File: config.mk
export PLATFORM = sky130hd
export DESIGN_NAME = tpqc_qualify
export DESIGN_NICKNAME = d
export VERILOG_FILES = /design/src/design/tpqc_pkg.sv /design/src/design/tpqc_qualify.sv
export SDC_FILE = /design/constraint.sdc
export NUM_CORES = 1
export LEC_CHECK = 0
export BUFFER_PORTS_ARGS = -buffer_cell sky130_fd_sc_hd__buf_2
export CAP_MARGIN = 40
export CORE_UTILIZATION = 45
export DETAILED_ROUTE_END_ITERATION = 10
export GPL_TIMING_DRIVEN = 0
export PLACE_DENSITY = 0.74
export SYNTH_ARGS = -nofsm -noshare
export SYNTH_HDL_FRONTEND = slang
export SYNTH_SLANG_ARGS = --single-unit
File: constraint.sdc
create_clock -name clk -period 1.16 [get_ports clk]
set_input_delay 0.29 -clock clk [delete_from_list [all_inputs] [get_ports clk]]
set_output_delay 0.29 -clock clk [all_outputs]
set_load 0.1 [all_outputs]
File: src/design/tpqc_pkg.sv
`timescale 1ns / 1ps

package tpqc_pkg;

	// Fixed-point scale of the calibration coefficients.
	localparam longint unsigned SCALE_DIVISOR = 64'd10000;
	// Data event count that must be passed before a further data event qualifies a press.
	localparam int PRESS_THRESHOLD = 5;
	// Significant bits of the raw converter samples.
	localparam int SAMPLE_BITS = 12;

	localparam int RAW_W      = 12;
	localparam int POINT_W    = 16;
	localparam int GAIN_W     = 24;
	localparam int OFFSET_W   = 28;
	localparam int LIMIT_W    = 12;
	localparam int COUNT_W    = 3;
	localparam int CFG_IDX_W  = 4;
	localparam int CFG_DATA_W = 28;

	// Product of a signed gain and a zero-extended raw sample, and the sum of two such
	// products plus an offset.
	localparam int MUL_W = GAIN_W + RAW_W + 1;
	localparam int ACC_W = MUL_W + 1;

	// Any magnitude at or above this saturates the 16-bit result.
	localparam longint unsigned SAT_MAG = (64'd1 << (POINT_W - 1)) * SCALE_DIVISOR;
	localparam int MAG_W    = $clog2(SAT_MAG);
	localparam int DIV_BITS = $clog2(SCALE_DIVISOR);

	// Reciprocal multiply: floor(n / D) == (n * RECIP_MUL) >> RECIP_SHIFT for every
	// n below 2**MAG_W, since the rounding error of the reciprocal stays below D.
	localparam int RECIP_SHIFT = MAG_W + DIV_BITS;
	localparam int RECIP_W     = MAG_W + 1;
	localparam int QPROD_W     = MAG_W + RECIP_W;
	localparam int QUOT_W      = POINT_W - 1;
	localparam logic [RECIP_W-1:0] RECIP_MUL =
		RECIP_W'(((64'd1 << RECIP_SHIFT) + SCALE_DIVISOR - 64'd1) / SCALE_DIVISOR);

	localparam logic [RAW_W-1:0] SAMPLE_MASK = RAW_W'((64'd1 << SAMPLE_BITS) - 64'd1);

	typedef enum logic [CFG_IDX_W-1:0] {
		REG_GAIN_XX,
		REG_GAIN_XY,
		REG_OFFSET_X,
		REG_GAIN_YX,
		REG_GAIN_YY,
		REG_OFFSET_Y,
		REG_SCREEN_WIDTH,
		REG_SCREEN_HEIGHT
	} cfg_reg_t;

	typedef struct packed {
		logic             data_ready;
		logic             lift;
		logic [RAW_W-1:0] raw_x;
		logic [RAW_W-1:0] raw_y;
	} status_t;

	typedef struct packed {
		logic                      pressed;
		logic signed [POINT_W-1:0] point_x;
		logic signed [POINT_W-1:0] point_y;
		logic                      in_range;
	} point_t;

	// Press state after the most recent status transaction.
	typedef struct packed {
		logic             pressed;
		logic [RAW_W-1:0] x;
		logic [RAW_W-1:0] y;
	} qual_t;

	// Load enables of the calibration stages.
	typedef struct packed {
		logic ld_s2;
		logic ld_s3;
		logic ld_s4;
	} pipe_en_t;

endpackage

File: src/design/tpqc_qualify.sv
`timescale 1ns / 1ps

// Press qualifier: keeps the raw point, the sample counter and the pressed flag.
module tpqc_qualify (
	input  logic                 clk,
	input  logic                 arst_n,
	input  logic                 accept,
	input  tpqc_pkg::status_t    status,
	output tpqc_pkg::qual_t      qual
);

	logic [tpqc_pkg::RAW_W-1:0]   stored_x_q;
	logic [tpqc_pkg::RAW_W-1:0]   stored_y_q;
	logic [tpqc_pkg::COUNT_W-1:0] count_q;
	logic                         held_q;

	logic [tpqc_pkg::COUNT_W-1:0] count_d;
	logic                         held_d;

	always_comb begin
		count_d = count_q;
		held_d  = held_q;
		if (status.data_ready) begin
			if (count_q > tpqc_pkg::COUNT_W'(tpqc_pkg::PRESS_THRESHOLD)) begin
				held_d = 1'b1;
			end else begin
				count_d = count_q + 1'b1;
			end
		end
		// For the flag and count, a lift wins over data carried by the same transaction.
		if (status.lift) begin
			held_d  = 1'b0;
			count_d = '0;
		end
	end

	always_ff @(posedge clk or negedge arst_n) begin
		if (!arst_n) begin
			stored_x_q <= '0;
			stored_y_q <= '0;
			count_q    <= '0;
			held_q     <= 1'b0;
		end else if (accept) begin
			count_q <= count_d;
			held_q  <= held_d;
			if (status.data_ready) begin
				stored_x_q <= status.raw_x & tpqc_pkg::SAMPLE_MASK;
				stored_y_q <= status.raw_y & tpqc_pkg::SAMPLE_MASK;
			end
		end
	end

	assign qual.pressed = held_q;
	assign qual.x       = stored_x_q;
	assign qual.y       = stored_y_q;

endmodule

Word level (Yosys, flattened, before mapping):

Cells that the tools add are included.

* $add $sub $neg: 1
* order comparisons: 1
* eq/ne operators: 1
* multiplexer cells: 6
* reductions and logical operators: 5

Operators with widths (number)
* $mux 3: 3
* $reduce_and 3->1: 2
* $reduce_bool 2->1: 2
* $add 3x1->3 const B: 1
* $gt 3x3->1 const B: 1
* $mux 1: 3
* $ne 2x2->1 const B: 1
* $reduce_and 2->1: 1

* flip-flop bits (word level): 28
* input bits: 29

Longest topological paths before layout:

* depth after elaboration: 4
* gate-level depth with buffers: 4
* gate-level depth less buffers: 3

Least setup slack after synthesis:

Ideal clock, no wire load.

* path kind: register to register
* from: register, netlist name stored_x_q[1]
* to: register stored_x_q[1] in the netlist's numbering
* clock period less this slack: 1260 ps
* path slack: -100 ps
* buffers on the path: 0
* data required time: 1034 ps
* cell stages (with the launch flop): 2
* library setup time: 126 ps
* data arrival time: 1134 ps
* cells stage by stage: dfrtp_1 > mux2_2

RTL lines
* end signal: assignment: RTL line tpqc_qualify.sv:47 `stored_x_q <= status.raw_x & tpqc_pkg::SAMPLE_MASK;`
* end: declaration: RTL line tpqc_qualify.sv:12 `logic [tpqc_pkg::RAW_W-1:0] stored_x_q;`

Worst setup path in the final report:

* from: register stored_x_q[4] in the netlist's numbering
* to: output qual[16] in the netlist's numbering

RTL lines
* end: declaration: RTL line tpqc_qualify.sv:9 `output tpqc_pkg::qual_t qual`

No word-level cell between the ends.

==> results.ini <==
[run_status]
outcome=finished, violations left
violations=setup timing

[cells_and_area]
regArea_um2=733.2
fin_nets=168
post-route-cell-area_um2=2039
n_fill_cell=129
final_common_cell=buf_2
drive_gt1_frac=0.8905
insertedDiodeCount=0
multi_input_area_um2=476.7
final_cell_mix=buf_2, dfrtp_2, buf_12
syn2layout_area_growth_pct=69.97

[power_and_ir_drop]
power_frac_seq=0.338
swShare=0.4156
p_clk_frac=0.167
p_comb_frac=0.496
switchingPower_mw=1.606
power.density_nw_per_um2=1894
max-vdd-ir-drop_uv=1415
total_leakage_power_nw=0.9831
p_int_mw=2.258
finalPower_mw=3.863

[synthesis]
synth_top_area_frac=0.5839
synth.avg_cell_area_um2=16.67
yosys_warnings=0
synthCells=72
synth_cell_type_count=19
syn_area_um2=1200
synth.largest_area_cell=dfrtp_1
synth.ff_latch_count=28
seq_area_frac_synth=0.5839
synth_area_leaders=dfrtp_1, mux2_4, mux2_2, buf_6, ha_1
syn-num-nets=102

[routing]
finalWirelength_um=2795
antenna_left=0
route.detailed.drc=0
wl_per_cell_um=16.74
drt_iter0_drc=6
num_vias=825
detail_route.vias_per_cell=4.940
drt_pass1_iterations=3

[sta]
setup_ws_ns=-0.1133
final-max-slew-violation-count=0
hold_viol=0
setup_viol=25
fmax_mhz=785.4
fin_crit_ns=1.273
relSlewSlack=0.5870
grt_setup_unrepaired=true
clock_skew_ns=0.01609
period_share=1.098
worst_slew_pin_slew_ns=0.6196

[critical_path]
worstPathCellList=buf_12
cpLargestDelayFamily=flip-flops
criticalPathCategory=reg2out
slowest_delay_ns=0.47
cp_max_fo=2
startpoint_type=flip-flop
crit_slowest_cell=dfrtp_2
cp_data_required_time_ns=0.87
cp.arrival_ns=0.98
end_kind=output pin
reg2reg_setup_slack_ns=0.06
cp.buffers_inverters=1

[die]
initial_core_util=0.4800
die_h_um=53.64
ios=54
row_count=18
coreArea_um2=2500
die_x_um=53.64
dieArea_um2=2877

[global_routing]
track_usage=0.1786
grt_pass1_vias=824
grt_pass1_wl_um=3608
antenna_found_initial=0
grt_overflow=0
grt_max_degree=29

[clock_tree]
clkTransAtPathRegs_ns=0.16
clkSinkCount=28
cts.htree.levels=1
tritoncts=done
insertion_delay_ns=0.34
cts_root_buf=clkbuf_4
numCtsBuffers=3
clock_path_buffers=2

[place]
globalplace.congestion=0.8314
post-dp-hpwl_um=1627
pre_cts_slack_ns=-0.05891
port-buffer-count=52
postPlaceCellArea_um2=1528

[worst_hold_path]
min_path_type=in2reg

[flow_run]
cap_viol_max_count=0

[through the flow]
stage	TNS [ns]	instances	hold slack, ns	utilization
after detailed placement	-1.022	154	0.3352	0.6111
after global routing	-2.990	167	0.1595	0.8158
final	-2.201	167	0.1660	0.8158
after global placement	-0.7326	154	0.3305	0.6111
after floorplan	0	72	-0.005591	-
after CTS	-2.139	167	0.1681	0.7472
[power groups by stage]
stage                     clock (mW)  combinational [mW]  sequential [mW]
after floorplan                    0               0.260             2.16
after global placement             0                1.41             1.22
after detailed placement           0                1.43             1.24
after CTS                      0.644                1.73             1.25
after global routing           0.684                1.97             1.32
final                          0.643                1.92             1.30
[metal layers]
layer	GRT usage	wire [um]	vias up
li1	-	-	387
met1	0.2188	1143	407
met2	0.3146	1536	29
met3	0.02825	92	2
met4	0.06579	22	0
met5	0	0	-
[synth_stat cells]
library cell  instances
dfrtp_1              28
mux2_4               20
mux2_2                4
a21oi_1               2
buf_6                 2
inv_1                 2
o22ai_1               2
a21boi_1              1
a31oi_1               1
a32oi_1               1
a41o_1                1
a41oi_1               1
buf_2                 1
buf_4                 1
ha_1                  1
mux2i_1               1
nand2_4               1
nor2b_1               1
or2b_1                1
[final timing paths]
kind / from / to / depth (start not counted)
max: stored_x_q[4] / qual[16] / 1
max reg2reg: count_q[1] / count_q[0] / 3
min in group asynchronous: arst_n / stored_x_q[8] / 2
min: status[0] / stored_y_q[0] / 2
min reg2reg: stored_x_q[2] / stored_x_q[2] / 1
max in group asynchronous: arst_n / stored_y_q[7] / 2
[state kept, by name, summed over array words and instances (netlist names)]
| signal | count |
|---|---|
| stored_y_q | 12 |
| count_q | 3 |
| stored_x_q | 12 |
| held_q | 1 |
[what timing repair did]
item / CTS / global route
buffers inserted: 9 / 0
resized for setup: 65 / 39
endpoints found under the hold margin: 28 / 0
pin swaps: 0 / 4
hold buffers: 1 / 0
setup endpoints to repair: 26 / 28
[final cells by class]
type,instances,area share
inverter,2,0.003681
buffer,3,0.01350
multi-input combinational,38,0.2337
sequential,28,0.3595
tap,30,0.01840
clock inverter,1,0.01472
timing repair buffer,62,0.3454
clock buffer,3,0.01104
[cell families (layout without fill, tap and decap cells)]
| group | after synthesis | after routing | share of synthesized area |
|---|---|---|---|
| muxes | 25 | 25 | 0.2961 |
| and+or+nand+nor | 3 | 3 | 0.02086 |
| buffers and inverters | 6 | 71 | 0.03545 |
| AOI/OAI and AO/OA | 9 | 9 | 0.05319 |
| DFF | 28 | 28 | 0.5839 |
| adders and majority gates | 1 | 1 | 0.01043 |
Note: power is estimated with default switching activity, not from simulation.
