===== config.mk =====
export PLATFORM = sky130hd
export DESIGN_NAME = tpqc_axis
export DESIGN_NICKNAME = d
export VERILOG_FILES = /design/src/design/tpqc_pkg.sv /design/src/design/tpqc_axis.sv
export SDC_FILE = /design/constraint.sdc
export NUM_CORES = 2
export LEC_CHECK = 0
export ABC_CLOCK_PERIOD_IN_PS = 8500
export BUFFER_PORTS_ARGS = -buffer_cell sky130_fd_sc_hd__buf_2
export CAP_MARGIN = 10
export CORE_MARGIN = 4
export CORE_UTILIZATION = 53
export CTS_BUF_LIST = sky130_fd_sc_hd__clkbuf_8 sky130_fd_sc_hd__clkbuf_16
export DETAILED_ROUTE_END_ITERATION = 8
export PLACE_DENSITY = 0.69
export SYNTH_ARGS = -nofsm -noshare
export SYNTH_HDL_FRONTEND = slang
export SYNTH_SLANG_ARGS = --single-unit

===== constraint.sdc =====
create_clock -name clk -period 8.5 [get_ports clk]
set_clock_uncertainty 0.2 [all_clocks]
set_input_delay 0.425 -clock clk [delete_from_list [all_inputs] [get_ports clk]]
set_output_delay 0.425 -clock clk [all_outputs]
set_load 0.1 [all_outputs]

===== src/design/tpqc_pkg.sv =====
`timescale 1ns / 1ps

package tpqc_pkg;

	// Fixed-point scale of the calibration coefficients.
	localparam longint unsigned SCALE_DIVISOR = 64'd10000;
	// Data event count that must be passed before a further data event qualifies a press.
	localparam int PRESS_THRESHOLD = 5;
	// Significant bits of the raw converter samples.
	localparam int SAMPLE_BITS = 12;

	localparam int RAW_W      = 12;
	localparam int POINT_W    = 16;
	localparam int GAIN_W     = 24;
	localparam int OFFSET_W   = 28;
	localparam int LIMIT_W    = 12;
	localparam int COUNT_W    = 3;
	localparam int CFG_IDX_W  = 4;
	localparam int CFG_DATA_W = 28;

	// Product of a signed gain and a zero-extended raw sample, and the sum of two such
	// products plus an offset.
	localparam int MUL_W = GAIN_W + RAW_W + 1;
	localparam int ACC_W = MUL_W + 1;

	// Any magnitude at or above this saturates the 16-bit result.
	localparam longint unsigned SAT_MAG = (64'd1 << (POINT_W - 1)) * SCALE_DIVISOR;
	localparam int MAG_W    = $clog2(SAT_MAG);
	localparam int DIV_BITS = $clog2(SCALE_DIVISOR);

	// Reciprocal multiply: floor(n / D) == (n * RECIP_MUL) >> RECIP_SHIFT for every
	// n below 2**MAG_W, since the rounding error of the reciprocal stays below D.
	localparam int RECIP_SHIFT = MAG_W + DIV_BITS;
	localparam int RECIP_W     = MAG_W + 1;
	localparam int QPROD_W     = MAG_W + RECIP_W;
	localparam int QUOT_W      = POINT_W - 1;
	localparam logic [RECIP_W-1:0] RECIP_MUL =
		RECIP_W'(((64'd1 << RECIP_SHIFT) + SCALE_DIVISOR - 64'd1) / SCALE_DIVISOR);

	localparam logic [RAW_W-1:0] SAMPLE_MASK = RAW_W'((64'd1 << SAMPLE_BITS) - 64'd1);

	typedef enum logic [CFG_IDX_W-1:0] {
		REG_GAIN_XX,
		REG_GAIN_XY,
		REG_OFFSET_X,
		REG_GAIN_YX,
		REG_GAIN_YY,
		REG_OFFSET_Y,
		REG_SCREEN_WIDTH,
		REG_SCREEN_HEIGHT
	} cfg_reg_t;

	typedef struct packed {
		logic             data_ready;
		logic             lift;
		logic [RAW_W-1:0] raw_x;
		logic [RAW_W-1:0] raw_y;
	} status_t;

	typedef struct packed {
		logic                      pressed;
		logic signed [POINT_W-1:0] point_x;
		logic signed [POINT_W-1:0] point_y;
		logic                      in_range;
	} point_t;

	// Press state after the most recent status transaction.
	typedef struct packed {
		logic             pressed;
		logic [RAW_W-1:0] x;
		logic [RAW_W-1:0] y;
	} qual_t;

	// Load enables of the calibration stages.
	typedef struct packed {
		logic ld_s2;
		logic ld_s3;
		logic ld_s4;
	} pipe_en_t;

endpackage


===== src/design/tpqc_axis.sv =====
`timescale 1ns / 1ps

// One calibrated axis: gain_a * x + gain_b * y + offset, divided by the scale
// with truncation toward zero and saturated to 16 bits.
module tpqc_axis (
	input  logic                                 clk,
	input  tpqc_pkg::pipe_en_t                   en,
	input  logic [tpqc_pkg::RAW_W-1:0]           raw_x,
	input  logic [tpqc_pkg::RAW_W-1:0]           raw_y,
	input  logic signed [tpqc_pkg::GAIN_W-1:0]   gain_a,
	input  logic signed [tpqc_pkg::GAIN_W-1:0]   gain_b,
	input  logic signed [tpqc_pkg::OFFSET_W-1:0] offset,
	output logic signed [tpqc_pkg::POINT_W-1:0]  value
);

	logic signed [tpqc_pkg::MUL_W-1:0]   prod_a_s2;
	logic signed [tpqc_pkg::MUL_W-1:0]   prod_b_s2;
	logic signed [tpqc_pkg::OFFSET_W-1:0] offset_s2;

	logic                                sign_s3;
	logic                                sat_s3;
	logic [tpqc_pkg::MAG_W-1:0]          mag_s3;

	logic                                sign_s4;
	logic                                sat_s4;
	logic [tpqc_pkg::QPROD_W-1:0]        qprod_s4;

	logic signed [tpqc_pkg::ACC_W-1:0]   acc;
	logic [tpqc_pkg::ACC_W-1:0]          acc_abs;
	logic [tpqc_pkg::QUOT_W-1:0]         quot;
	logic signed [tpqc_pkg::POINT_W-1:0] quot_s;

	always_ff @(posedge clk) begin
		if (en.ld_s2) begin
			prod_a_s2 <= gain_a * $signed({1'b0, raw_x});
			prod_b_s2 <= gain_b * $signed({1'b0, raw_y});
			offset_s2 <= offset;
		end
	end

	always_comb begin
		acc = tpqc_pkg::ACC_W'(prod_a_s2) + tpqc_pkg::ACC_W'(prod_b_s2)
			+ tpqc_pkg::ACC_W'(offset_s2);
		acc_abs = acc[tpqc_pkg::ACC_W-1] ? -acc : acc;
	end

	always_ff @(posedge clk) begin
		if (en.ld_s3) begin
			sign_s3 <= acc[tpqc_pkg::ACC_W-1];
			sat_s3  <= acc_abs >= tpqc_pkg::ACC_W'(tpqc_pkg::SAT_MAG);
			mag_s3  <= acc_abs[tpqc_pkg::MAG_W-1:0];
		end
	end

	always_ff @(posedge clk) begin
		if (en.ld_s4) begin
			sign_s4  <= sign_s3;
			sat_s4   <= sat_s3;
			qprod_s4 <= tpqc_pkg::QPROD_W'(mag_s3) * tpqc_pkg::QPROD_W'(tpqc_pkg::RECIP_MUL);
		end
	end

	always_comb begin
		quot   = qprod_s4[tpqc_pkg::RECIP_SHIFT +: tpqc_pkg::QUOT_W];
		quot_s = $signed({1'b0, quot});
		if (sat_s4) begin
			value = sign_s4 ? {1'b1, {(tpqc_pkg::POINT_W-1){1'b0}}}
				: {1'b0, {(tpqc_pkg::POINT_W-1){1'b1}}};
		end else begin
			value = sign_s4 ? -quot_s : quot_s;
		end
	end

endmodule


# == After elaboration in Yosys (flattened, before gate mapping) ==
# Cells that the tools add are included.
# word_totals
regBits,193
input_bits,104
out_inout_bits,16
# op_classes
addsub,4
mul,3
magnitude_cmp,1
muxes,4
# ops
operator,n
$mul 24x13->37,2
$mul 29x30->58 const B,1
$mux 16,3
$add 37x37->38,1
$add 38x28->38,1
$ge 38x29->1 const B,1
$mux 38,1
$neg 38->38,1
$neg 15->16,1

# == Depth between registers and ports, before layout ==
# logic_depth
depth_word,5
depth_mapped,30

# == Worst setup path before layout ==
# Ideal clock, no wire load.
# synth_path
path_kind,flip-flop to flip-flop
startpoint,register mag_s3[18] (netlist bit)
endpoint,register qprod_s4[54] (netlist bit) (data pin)
setup_time_ps,195
arrival_ps,7374
required_time_ps,8105
setup_slack_ps,731
stages_incl_launch_ff,26
synth_period_minus_slack_ps,7769
path_cell_list,edfxtp_1 > fa_1 > inv_1 > fa_1 > fa_1 > inv_1 > fa_1 > fa_1 > fa_1 > inv_1 > fa_1 > inv_1 > fa_1 > ha_1 > a21o_1 > a21o_1 > a21oi_1 > or4b_1 > a31oi_1 > o21ai_1 > a41oi_1 > a21boi_1 > o311a_1 > o21ai_1 > or4b_1 > o311ai_0
# synth_via
elab_chain_cells,1
# synth_lines
element,line,text
"start, declared",tpqc_axis.sv:22,logic [tpqc_pkg::MAG_W-1:0] mag_s3;
"start signal, assigned",tpqc_axis.sv:51,mag_s3 <= acc_abs[tpqc_pkg::MAG_W-1:0];
$mul 29x30->58,tpqc_axis.sv:59,qprod_s4 <= tpqc_pkg::QPROD_W'(mag_s3) * tpqc_pkg::QPROD_W'(tpqc_pkg::RECIP_MUL);
"end signal, assigned",tpqc_axis.sv:59,
"end, declared",tpqc_axis.sv:26,logic [tpqc_pkg::QPROD_W-1:0] qprod_s4;
# No other way between the ends.
# A chain may end at the register's enable or synchronous reset.

# == Worst setup path in the final report ==
# layout_path
startpoint,register mag_s3[17] (netlist bit)
endpoint,register qprod_s4[54] (netlist bit) (data pin)
# The elaborated chain is that of the path after synthesis.

==> impl_metrics.json <==
{
  "status": "finished clean",
  "async_reset_ff_frac": 0,
  "r2r_start": "mag_s3[17]$_DFFE_PP_",
  "cp.arrival_ps": 8220,
  "worst_r2r_endpoint": "qprod_s4[54]$_DFFE_PP_",
  "synth_seq_cells": 150,
  "finalSetupTns_ps": 0,
  "grt_usage": 0.259,
  "final_cell_mix": "inv_1 (1136), fa_1 (933), ha_1 (536)",
  "min_to": "offset_s2[7]$_DFFE_PP_",
  "final.period_utilization": 0.959,
  "nets": 6104,
  "syn_area_um2": 43900,
  "grt_use_met3": 0.0282,
  "cts_num_sinks": 150,
  "setup_viol": 0,
  "cts_tree": "built",
  "final_max_slew_viol_count": 0,
  "dpl_cell_area_um2": 45600,
  "cp_slowest_cell": "fa_1",
  "post-route-drc-count": 0,
  "required_ps": 8570,
  "ant_nets": 0,
  "end_kind": "register",
  "gp_congestion": 0.995,
  "drtPass1Iterations": 7,
  "antenna_found_initial": 2,
  "worst_slew_pin_slew_ps": 910,
  "finalHoldWorstSlack_ps": 42.5,
  "hpwlAfterDp_um": 93500,
  "r2r_slack_ps": 350,
  "wire_per_inst_um": 19.1,
  "clk_latency_ps": 470,
  "grt_pass1_wl_um": 176000,
  "fin_crit_ps": 8150,
  "yosysWarnings": 0,
  "die_width_um": 296,
  "drt_iter0_drc": 1792,
  "yosysSeqAreaShare": 0.103,
  "grt_use_met2": 0.454,
  "start_kind": "register",
  "design_area_um2": 46600,
  "num_rows": 105,
  "dieHeight_um": 296,
  "syn_to_final_growth_pct": 6.19,
  "busiest_layer": "met2",
  "ys.flop_type": "edfxtp_1",
  "cts-buffers-inserted": 17,
  "synth_edf_count": 150,
  "synth_nets": 6012,
  "hold_viol": 0,
  "max_freq_ghz": 0.123,
  "maxCapViolCount": 0,
  "worstSetupPathType": "register to register",
  "wirelength_um": 107000,
  "worstSetupStartpoint": "mag_s3[17]$_DFFE_PP_",
  "grt.overflow.total": 0,
  "final_util": 0.568,
  "hp-class": "input pin to register",
  "synthCells": 4437,
  "relSlewSlack": 0.392,
  "clk_pin_slew_ps": 70,
  "synth_cell_types": 90,
  "critPathMaxStageDelay_ps": 620,
  "ctsRootBufferMaster": "clkbuf_16",
  "cp_max_fo": 4,
  "start_util": 0.535,
  "reg2regPathDepth": 25,
  "grt_max_degree": 63,
  "core_um2": 82100,
  "ios": 120,
  "final_layout_size_suffix_gt1_frac": 0.0539,
  "io_buffers": 119,
  "final_common_cell": "inv_1",
  "path_common_cell": "fa_1",
  "dr_total_vias": 29974,
  "die_area_um2": 87500,
  "routed_via_density": 5.34,
  "hold_depth": 1,
  "min_from": "offset[7]",
  "grt_pass1_vias": 32365,
  "syn_area_per_cell_um2": 9.90,
  "cts_max_path_buffers": 2,
  "rsz0062_at_grt": "false",
  "grtUsageMet1": 0.344,
  "htree_levels": 4
}
==> worst max-delay path by stage <==
stage / depth (start not counted) / slack (ps) / end
floorplan: 25 / 730 / qprod_s4[54]$_DFFE_PP_
global placement: 25 / 200 / qprod_s4[54]$_DFFE_PP_
detailed placement: 25 / 140 / qprod_s4[54]$_DFFE_PP_
CTS: 25 / 90 / qprod_s4[54]$_DFFE_PP_
global route: 26 / 8 / qprod_s4[54]$_DFFE_PP_
finish: 25 / 350 / qprod_s4[54]$_DFFE_PP_
==> cells in the mapped netlist (19+ instances only) <==
library cell	n	area, um2
clkbuf_1	109	409
and2_1	316	1980
ha_1	538	6730
xor2_1	43	377
o21ai_0	66	330
nor2_1	100	375
edfxtp_1	150	4500
inv_1	1137	4270
a21o_1	64	480
nand2_1	348	1310
a21oi_1	131	656
nand3_1	30	150
nor3_1	28	140
a31oi_1	19	119
nor2b_1	31	194
xnor2_1	105	920
nand2b_1	19	119
fa_1	933	18700
==> metal layers <==
layer,part of all wire,up-vias
li1,-,13773
met1,0.42,15346
met2,0.51,691
met3,0.040,160
met4,0.030,4
met5,0.00023,-
==> per-stage QoR <==
step                cells  setup WS, ps
finish               5613           351
global route         5612          8.26
CTS                  5597          94.8
detailed placement   5540           140
global placement     5540           196
floorplan            4437           731
==> kinds of logic after synthesis <==
group | Yosys count | synth area share
xor+xnor | 148 | 0.0295
fa+ha+maj | 1471 | 0.579
mux | 6 | 0.00137
simple gates | 974 | 0.115
buf+inv | 1258 | 0.108
compound gates | 430 | 0.0650
flops | 150 | 0.103
==> registers in the layout (all words and copies together), names as in the netlist <==
name / cells
prod_a_s2: 37
sign_s3: 1
sat_s3: 1
qprod_s4: 15
mag_s3: 29
offset_s2: 28
sign_s4: 1
sat_s4: 1
prod_b_s2: 37
==> critical path: cells and delay by family, from the launching register on <==
family / cells / cell delay [ps]
DFF: 1 / 420
AOI/OAI and AO/OA: 10 / 1830
and+or+nand+nor: 2 / 930
buffers and inverters: 4 / 280
adders and majority gates: 9 / 4280
==> cell type report <==
type / instances / area [um2]
antenna: 1 / 2.50
clock buffer: 17 / 425
clock inverter: 15 / 175
fill: 7265 / 35500
inverter: 1138 / 4270
multi-input combinational: 3029 / 34700
sequential: 150 / 4500
tap: 1070 / 1340
timing repair buffer: 193 / 1220
==> what timing repair did <==
item | 4_1_cts | 5_1_grt
resized for setup | 0 | 8
endpoints found under the setup margin | 0 | 3
setup buffers | 0 | 13
endpoints found under the hold margin | 25 | 2
hold buffers | 25 | 2
Power is not shown: default switching activity piles up to over one toggle a cycle in this logic, so the estimate is an artifact.
